[src/hdl/token_bucket_rate_limiter_macros.svh]
// Assertion helpers used by the token bucket RTL.
`ifndef TOKEN_BUCKET_RATE_LIMITER_MACROS_SVH
`define TOKEN_BUCKET_RATE_LIMITER_MACROS_SVH

// Same-cycle implication, quiet while reset is asserted.
`define TBRL_ASSERT_NOW(label, clk, rst_n, ante, cons, msg) \
  label: assert property (@(posedge clk) disable iff (!rst_n) (ante) |-> (cons)) \
    else $error(msg);

// Next-cycle implication, quiet while reset is asserted.
`define TBRL_ASSERT_NEXT(label, clk, rst_n, ante, cons, msg) \
  label: assert property (@(posedge clk) disable iff (!rst_n) (ante) |=> (cons)) \
    else $error(msg);

`endif

[src/hdl/tbrl_pkg.sv]
package tbrl_pkg;

  // Fixed field widths
  localparam int unsigned NOW_W         = 48;
  localparam int unsigned LEVEL_WHOLE_W = 17;
  localparam int unsigned INTERVAL_W    = 24;
  localparam int unsigned BURST_W       = 16;
  localparam int unsigned ELAPSED_W     = 32;
  localparam int unsigned CMD_W         = 2;
  localparam int unsigned CFG_IDX_W     = 1;

  // Register reset values
  localparam logic [INTERVAL_W-1:0] INTERVAL_RESET = 24'd1000;
  localparam logic [BURST_W-1:0]    BURST_RESET    = 16'd0;

  // Register indexes
  localparam logic [CFG_IDX_W-1:0] REG_REFILL_INTERVAL = 1'b0;
  localparam logic [CFG_IDX_W-1:0] REG_BURST_TOKENS    = 1'b1;

  typedef enum logic [CMD_W-1:0] {
    CMD_START   = 2'd0,
    CMD_REFILL  = 2'd1,
    CMD_CONSUME = 2'd2,
    CMD_NOP     = 2'd3
  } cmd_e;

endpackage

[src/hdl/token_bucket_rate_limiter.sv]
// Channel  | Direction | Handshake              | Beat contents
// ---------+-----------+------------------------+---------------------------------
// in       | input     | in_valid_i / in_stall_o | command_i, now_us_i
// out      | output    | out_valid_o/out_stall_i | granted_o, notify_o, level_whole_o
// cfg      | input     | cfg_valid_i/cfg_ready_o | cfg_index_i, cfg_data_i
//
// Sequence: start, consume, no-op and a refill that adds nothing go from the
//   input beat to ST_DONE and then into the output register. A refill that adds
//   tokens passes through ST_DIV, where the restoring divider retires one
//   quotient bit per cycle, then through ST_ADD and ST_DONE.
// One item at a time: in_stall_o is high from accept until the result moves
//   into the output register.
// Reset: async, active low; bucket empty, stamp zero, notify armed. No
//   clearing pass. cfg_ready_o is always high.
`include "token_bucket_rate_limiter_macros.svh"

module token_bucket_rate_limiter #(
  parameter int unsigned FRACTION_BITS = 16,
  parameter int unsigned TIME_BITS     = 48
) (
  input  logic                                 clk_i,
  input  logic                                 rst_ni,
  // input beats
  input  logic                                 in_valid_i,
  output logic                                 in_stall_o,
  input  logic [tbrl_pkg::CMD_W-1:0]           command_i,
  input  logic [tbrl_pkg::NOW_W-1:0]           now_us_i,
  // result beats
  output logic                                 out_valid_o,
  input  logic                                 out_stall_i,
  output logic                                 granted_o,
  output logic                                 notify_o,
  output logic [tbrl_pkg::LEVEL_WHOLE_W-1:0]   level_whole_o,
  // register writes
  input  logic                                 cfg_valid_i,
  output logic                                 cfg_ready_o,
  input  logic [tbrl_pkg::CFG_IDX_W-1:0]       cfg_index_i,
  input  logic [tbrl_pkg::INTERVAL_W-1:0]      cfg_data_i
);

  // Level: Q17.FRACTION_BITS. Quotient: elapsed (32 bits) scaled by 2^FB, over the interval.
  localparam int unsigned LW    = tbrl_pkg::LEVEL_WHOLE_W + FRACTION_BITS;
  localparam int unsigned QW    = tbrl_pkg::ELAPSED_W + FRACTION_BITS;
  localparam int unsigned CNT_W = $clog2(QW);
  localparam int unsigned DW    = tbrl_pkg::INTERVAL_W;

  localparam logic [LW-1:0]        ONE_TOKEN = LW'(1) << FRACTION_BITS;
  localparam logic [TIME_BITS-1:0] ELAPSED_LIMIT =
    TIME_BITS'({tbrl_pkg::ELAPSED_W{1'b1}});

  // Sequencer states
  localparam logic [1:0] ST_IDLE = 2'd0;
  localparam logic [1:0] ST_DIV  = 2'd1;
  localparam logic [1:0] ST_ADD  = 2'd2;
  localparam logic [1:0] ST_DONE = 2'd3;

  logic [1:0]                       state_q, state_d;
  logic [LW-1:0]                    level_q, level_d;
  logic [TIME_BITS-1:0]             stamp_q, stamp_d;
  logic                             armed_q, armed_d;
  logic [DW-1:0]                    interval_q;
  logic [tbrl_pkg::BURST_W-1:0]     burst_q;
  logic [DW-1:0]                    div_q, div_d;
  logic [DW-1:0]                    rem_q, rem_d;
  logic [QW-1:0]                    dq_q, dq_d;   // dividend in, quotient out
  logic [CNT_W-1:0]                 cnt_q, cnt_d;
  logic                             res_granted_q, res_granted_d;
  logic                             res_notify_q, res_notify_d;
  logic                             out_valid_q, out_valid_d;
  logic                             granted_q, granted_d;
  logic                             notify_q, notify_d;
  logic [tbrl_pkg::LEVEL_WHOLE_W-1:0] lvl_out_q, lvl_out_d;

  logic                             in_beat;
  tbrl_pkg::cmd_e                   cmd;
  logic [tbrl_pkg::NOW_W+TIME_BITS-1:0] now_wide;
  logic [TIME_BITS-1:0]             now_t;
  logic [TIME_BITS-1:0]             elapsed_full;
  logic [tbrl_pkg::ELAPSED_W-1:0]   elapsed;
  logic [LW-1:0]                    depth;
  logic                             advance;
  logic                             below;
  logic [DW:0]                      rem_shift;
  logic                             step_ge;
  logic [DW:0]                      rem_sub;
  logic [QW:0]                      sum;
  logic [QW:0]                      depth_ext;

  assign in_stall_o  = (state_q != ST_IDLE);
  assign cfg_ready_o = 1'b1;
  assign in_beat     = in_valid_i && !in_stall_o;
  assign cmd         = tbrl_pkg::cmd_e'(command_i);

  // Time is taken modulo 2^TIME_BITS
  assign now_wide = {{TIME_BITS{1'b0}}, now_us_i};
  assign now_t    = now_wide[TIME_BITS-1:0];

  assign depth   = {({1'b0, burst_q} + tbrl_pkg::LEVEL_WHOLE_W'(1)), {FRACTION_BITS{1'b0}}};
  assign advance = (now_t > stamp_q);
  assign below   = (level_q < depth);

  // Long gaps clamp to 2^32-1
  assign elapsed_full = now_t - stamp_q;
  assign elapsed = (elapsed_full > ELAPSED_LIMIT) ? '1
                                                  : elapsed_full[tbrl_pkg::ELAPSED_W-1:0];

  // Restoring divider step
  assign rem_shift = {rem_q, dq_q[QW-1]};
  assign step_ge   = (rem_shift >= {1'b0, div_q});
  assign rem_sub   = rem_shift - {1'b0, div_q};

  // Add and saturate at depth
  assign sum       = {{(QW+1-LW){1'b0}}, level_q} + {1'b0, dq_q};
  assign depth_ext = {{(QW+1-LW){1'b0}}, depth};

  always_comb begin
    state_d       = state_q;
    level_d       = level_q;
    stamp_d       = stamp_q;
    armed_d       = armed_q;
    div_d         = div_q;
    rem_d         = rem_q;
    dq_d          = dq_q;
    cnt_d         = cnt_q;
    res_granted_d = res_granted_q;
    res_notify_d  = res_notify_q;
    out_valid_d   = out_valid_q && out_stall_i;
    granted_d     = granted_q;
    notify_d      = notify_q;
    lvl_out_d     = lvl_out_q;

    unique case (state_q)
      ST_IDLE: begin
        if (in_beat) begin
          res_granted_d = 1'b0;
          res_notify_d  = 1'b0;
          state_d       = ST_DONE;
          case (cmd)
            tbrl_pkg::CMD_START: begin
              // fill to depth; the follow-up refill at the same time adds nothing
              level_d      = depth;
              stamp_d      = now_t;
              res_notify_d = armed_q;
              armed_d      = 1'b0;
            end
            tbrl_pkg::CMD_REFILL: begin
              stamp_d      = now_t;
              res_notify_d = armed_q;
              armed_d      = 1'b0;
              if (advance && below) begin
                div_d   = (interval_q == '0) ? DW'(1) : interval_q;
                rem_d   = '0;
                dq_d    = {elapsed, {FRACTION_BITS{1'b0}}};
                cnt_d   = CNT_W'(QW - 1);
                state_d = ST_DIV;
              end
            end
            tbrl_pkg::CMD_CONSUME: begin
              if (level_q >= ONE_TOKEN) begin
                level_d       = level_q - ONE_TOKEN;
                res_granted_d = 1'b1;
              end else begin
                armed_d = 1'b1;
              end
            end
            default: ;  // no-op leaves state alone
          endcase
        end
      end
      ST_DIV: begin
        rem_d = step_ge ? rem_sub[DW-1:0] : rem_shift[DW-1:0];
        dq_d  = {dq_q[QW-2:0], step_ge};
        if (cnt_q == '0) begin
          state_d = ST_ADD;
        end else begin
          cnt_d = cnt_q - CNT_W'(1);
        end
      end
      ST_ADD: begin
        level_d = (sum > depth_ext) ? depth : sum[LW-1:0];
        state_d = ST_DONE;
      end
      ST_DONE: begin
        if (!out_valid_q || !out_stall_i) begin
          out_valid_d = 1'b1;
          granted_d   = res_granted_q;
          notify_d    = res_notify_q;
          lvl_out_d   = level_q[LW-1:FRACTION_BITS];
          state_d     = ST_IDLE;
        end
      end
      default: state_d = ST_IDLE;
    endcase
  end

  always_ff @(posedge clk_i or negedge rst_ni) begin
    if (!rst_ni) begin
      state_q     <= ST_IDLE;
      level_q     <= '0;
      stamp_q     <= '0;
      armed_q     <= 1'b1;
      out_valid_q <= 1'b0;
      cnt_q       <= '0;
    end else begin
      state_q     <= state_d;
      level_q     <= level_d;
      stamp_q     <= stamp_d;
      armed_q     <= armed_d;
      out_valid_q <= out_valid_d;
      cnt_q       <= cnt_d;
    end
  end

  // Datapath, no reset
  always_ff @(posedge clk_i) begin
    div_q         <= div_d;
    rem_q         <= rem_d;
    dq_q          <= dq_d;
    res_granted_q <= res_granted_d;
    res_notify_q  <= res_notify_d;
    granted_q     <= granted_d;
    notify_q      <= notify_d;
    lvl_out_q     <= lvl_out_d;
  end

  // Register writes
  always_ff @(posedge clk_i or negedge rst_ni) begin
    if (!rst_ni) begin
      interval_q <= tbrl_pkg::INTERVAL_RESET;
      burst_q    <= tbrl_pkg::BURST_RESET;
    end else if (cfg_valid_i && cfg_ready_o) begin
      unique case (cfg_index_i)
        tbrl_pkg::REG_REFILL_INTERVAL: interval_q <= cfg_data_i;
        tbrl_pkg::REG_BURST_TOKENS:    burst_q    <= cfg_data_i[tbrl_pkg::BURST_W-1:0];
        default: ;
      endcase
    end
  end

  assign out_valid_o   = out_valid_q;
  assign granted_o     = granted_q;
  assign notify_o      = notify_q;
  assign level_whole_o = lvl_out_q;

  // Checks
  `TBRL_ASSERT_NEXT(a_beat_leaves_idle, clk_i, rst_ni, in_beat, state_q != ST_IDLE,
    "accepted beat did not start the sequencer")
  `TBRL_ASSERT_NOW(a_rem_below_div, clk_i, rst_ni, state_q == ST_DIV,
    (div_q != '0) && (rem_q < div_q), "divider remainder out of range")
  `TBRL_ASSERT_NOW(a_out_from_done, clk_i, rst_ni, $rose(out_valid_q),
    $past(state_q) == ST_DONE, "result appeared without a finished item")
  `TBRL_ASSERT_NOW(a_grant_xor_notify, clk_i, rst_ni, out_valid_q,
    !(granted_q && notify_q), "grant and notify raised together")

endmodule
[config.mk]
export PLATFORM = sky130hd
export DESIGN_NAME = token_bucket_rate_limiter
export DESIGN_NICKNAME = d
export VERILOG_FILES = /design/src/hdl/tbrl_pkg.sv /design/src/hdl/token_bucket_rate_limiter.sv
export VERILOG_INCLUDE_DIRS = /design/src /design/src/hdl
export SDC_FILE = /design/constraint.sdc
export NUM_CORES = 1
export LEC_CHECK = 0
export BUFFER_PORTS_ARGS = -buffer_cell sky130_fd_sc_hd__buf_2
export CORE_MARGIN = 8
export CORE_UTILIZATION = 68
export CTS_CLUSTER_DIAMETER = 150
export DETAILED_ROUTE_END_ITERATION = 10
export GPL_ROUTABILITY_DRIVEN = 0
export PLACE_DENSITY = 0.83
export SKIP_CTS_REPAIR_TIMING = 1
export SYNTH_ARGS = -nofsm -noshare
export SYNTH_HDL_FRONTEND = slang
export SYNTH_SLANG_ARGS = --single-unit
[constraint.sdc]
create_clock -name clk_i -period 8.3 [get_ports clk_i]
set_input_delay 0 -clock clk_i [delete_from_list [all_inputs] [get_ports clk_i]]
set_output_delay 0 -clock clk_i [all_outputs]
set_load 0.01 [all_outputs]
==> summary.md <==
| Metric | Value |
|---|---|
| Detail Placement HPWL | `36130 um` |
| Syn Inst Count | `2003` |
| Setup tns final | `0 ns` |
| Port Buffers | `100` |
| Final non-filler cell area | `20860 um^2` |
| Lkg Pwr | `0.009071 uW` |
| 1st-iter DRT viols | `1893` |
| Register area share after synthesis | `36.86%` |
| DP Cell Count | `2354` |
| Final worst path period need | `6.767 ns` |
| Wire per inst | `20.88 um` |
| Die X | `180.7 um` |
| Hold Crit Class | `in -> async` |
| DRC | `0` |
| ANT nets after route | `0` |
| Most frequent cells in the layout | `inv_1 (159), nor2_1 (148), ha_1 (146)` |
| Routed vias | `16.52k` |
| Synthesized Nets | `2233` |
| First-pass GRT wire length | `79690 um` |
| Starting Density | `68.83%` |
| Status | `complete, but fails checks` |
| Initial antenna violation count | `0` |
| Critical Path Start Type | `flop` |
| Total track usage | `29.14%` |
| Core Region | `26800 um^2` |
| Number of global-route vias before repair | `15.68k` |
| Setup Viol. Count Final | `0` |
| Antenna Diode Count | `0` |
| Slew Limit Fails | `0` |
| Final Cycle Share | `81.53%` |
| Post-synth EDFFs | `117` |
| Critical path capture point type | `flop` |
| CP Max Fanout | `13` |
| Die area | `32660 um^2` |
| Die Ht | `180.7 um` |
| Mean Syn Cell Area | `9.210 um^2` |
| Setup crit start | `level_q[0]` |
| Nets | `2350` |
| Crit-path cells | `ha_1 > fa_1 > a211oi_2 > o21ai_0 > o21ai_0 > a21oi_1 > o31ai_1 > o21ai_0 > a21o_1 > xor2_1 > ha_1 > nand4_1 > nor2_1 > o211ai_1 > nor4b_1 > or4b_1 > o41a_1 > a211oi_2 > and4_1 > nand3_2 > o41ai_2` |
| Synthesis-stage register bit count | `248` |
| Peak supply drop | `295.1 uV` |
| Vias per cell | `6.652` |
| WL final | `51860 um` |
| Total CTS buffers | `28` |
| Register area | `6800 um^2` |
| Fill cell total of the finished layout | `1730` |
| Most used cell, CP | `o21ai_0` |
| Clock sink count | `248` |
| Clock tree root driver cell | `clkbuf_16` |
| CTS clk-pin slew, worst paths | `0.06 ns` |
| Multi-input logic area | `10690 um^2` |
| Area grow syn2layout | `13.10%` |
| Commonest non-fill, non-tap cell in the layout | `inv_1` |
| Final hold vios | `1` |
| GRT Residual Overflow | `0` |
| Ys flop type | `dfrtp_1` |
| Critical path arrival | `7.22 ns` |
| Max-slew headroom | `27.84%` |
| Placed cell area | `19130 um^2` |
| Worst reg2reg startpoint | `level_q[0]` |
| CTS tree | `built` |
| Worst skew pair latency | `0.56 ns` |
| Worst hold slack | `-0.01063 ns` |
| Largest net degree at the start of global routing | `68` |
| Mapped Area | `18450 um^2` |
| CP required | `8.75 ns` |
| Largest stage delay on the critical path | `0.60 ns` |
| Yosys Warn Count | `0` |
| Clock Path Buffers | `3` |
| Post-synth cell types | `90` |
| Final Skew | `0.01753 ns` |
| Core Rows | `60` |
| CP bufs+invs | `0` |
| Async SR Flop Fraction | `52.82%` |
| Depth of the CTS H-tree | `1` |
| Number of max-cap violations | `0` |
| FMAX | `0.1478 GHz` |
| Failing checks | `negative hold slack` |
| Top Ports | `102` |
| Finished Layout Cells | `2483` |
| Layout cell share with drive strength beyond 1 | `13.54%` |
| RSZ-0062 raised after global routing | `no` |
| CP delay by family, top | `compound AO/OA/AOI/OAI gates` |
| Drt first pass iters | `9` |
| CP Class | `reg -> reg` |
| CP max-delay cell | `and4_1` |
| Worst slew pin tran | `1.076 ns` |
| Power Density | `364.8 nW/um^2` |
-- stage by stage --
step / utilization [%] / total power, uW / hold WS (ns) / setup slack (ns)
floorplan: - / 5090 / -0.2956 / 2.636
global placement: 71.38 / 5962 / 0.01747 / 2.013
detailed placement: 71.38 / 6117 / 0.03164 / 1.733
CTS: 74.97 / 7446 / -0.5500 / 1.674
global route: 77.85 / 8085 / 0.06513 / 1.169
finish: 77.85 / 7612 / -0.01063 / 1.533
-- routing by layer --
metal | share of wire, % | vias up | global-route usage, %
li1 | - | 7676 | -
met4 | 3.8 | 0 | 11.01
met2 | 47 | 866 | 47.27
met5 | 0 | - | 0
met3 | 9.2 | 136 | 5.637
met1 | 40 | 7839 | 38.25
-- power breakdown --
part           internal (uW)  switching, uW
Combinational           1690           2620
Clock                    778            515
Sequential              1720            284
Total                   4190           3420
-- worst reg2reg max path, cell delays in order, from the launching register on --
cell	delay, ns
dfrtp_1	0.39
ha_1	0.24
fa_1	0.45
a211oi_2	0.29
o21ai_0	0.17
o21ai_0	0.24
a21oi_1	0.19
o31ai_1	0.55
o21ai_0	0.29
a21o_1	0.22
xor2_1	0.16
ha_1	0.31
nand4_1	0.11
nor2_1	0.20
o211ai_1	0.12
nor4b_1	0.33
or4b_1	0.46
o41a_1	0.43
a211oi_2	0.27
and4_1	0.60
nand3_2	0.33
o41ai_2	0.30
-- sequential cells by signal, indices dropped and copies added, names as in the netlist, 2 cells and up --
name / cells
stamp_q: 48
interval_q: 24
div_q: 24
level_q: 33
dq_q: 48
burst_q: 16
rem_q: 24
level_whole_o: 17
cnt_q: 6
state_q: 2
-- synthesized netlist by cell type, types with 26 or more instances --
master      n  area (um^2)
a21oi_1   125        625.6
a21o_1     41        307.8
nand4_1    36        225.2
nand3_1    50        250.2
o211ai_1   26        195.2
xor2_1     40        350.3
o21a_1     34        255.2
clkbuf_1   93        349.1
dfrtp_1   124         3103
mux2_2     88        991.0
xnor2_1    59        516.8
o21ai_0   121        605.6
ha_1      147         1839
inv_1     159        596.8
nand2_1   130        488.0
and2_1     27        168.9
nor3_1     33        165.2
a32oi_1    32        280.3
edfxtp_1  117         3513
nor2_1    149        559.3
-- area by class of cell --
class	instances	area share, %
Multi-Input combinational cell	1491	51.22
Clock inverter	9	0.6537
Tap cell	341	2.045
Clock buffer	43	3.964
Inverter	159	2.861
Timing Repair Buffer	192	6.663
Sequential cell	248	32.59
-- path summary, 6_finish.rpt --
| path | end | slack [ns] | depth (start not counted) |
|---|---|---|---|
| setup / recovery | level_q[8] | 1.53 | 21 |
| hold / removal | burst_q[5] | -0.01 | 2 |
| setup reg to reg | level_q[8] | 1.53 | 21 |
| hold reg to reg | notify_o | 0.43 | 0 |
| max in group asynchronous | stamp_q[44] | 6.93 | 3 |
| min in group clk_i | interval_q[9] | 0.14 | 4 |
-- cells by family after synthesis --
kind of cell | share of synthesized area [%]
AND/OR/NAND/NOR | 15.57
AO/OA/AOI/OAI | 20.96
flip-flops | 36.86
other | 0.02033
multiplexers | 6.077
adder cells (fa/ha/maj) | 10.30
XOR/XNOR | 4.700
buffers and inverters | 5.514
(Power assumes the default switching activity.)
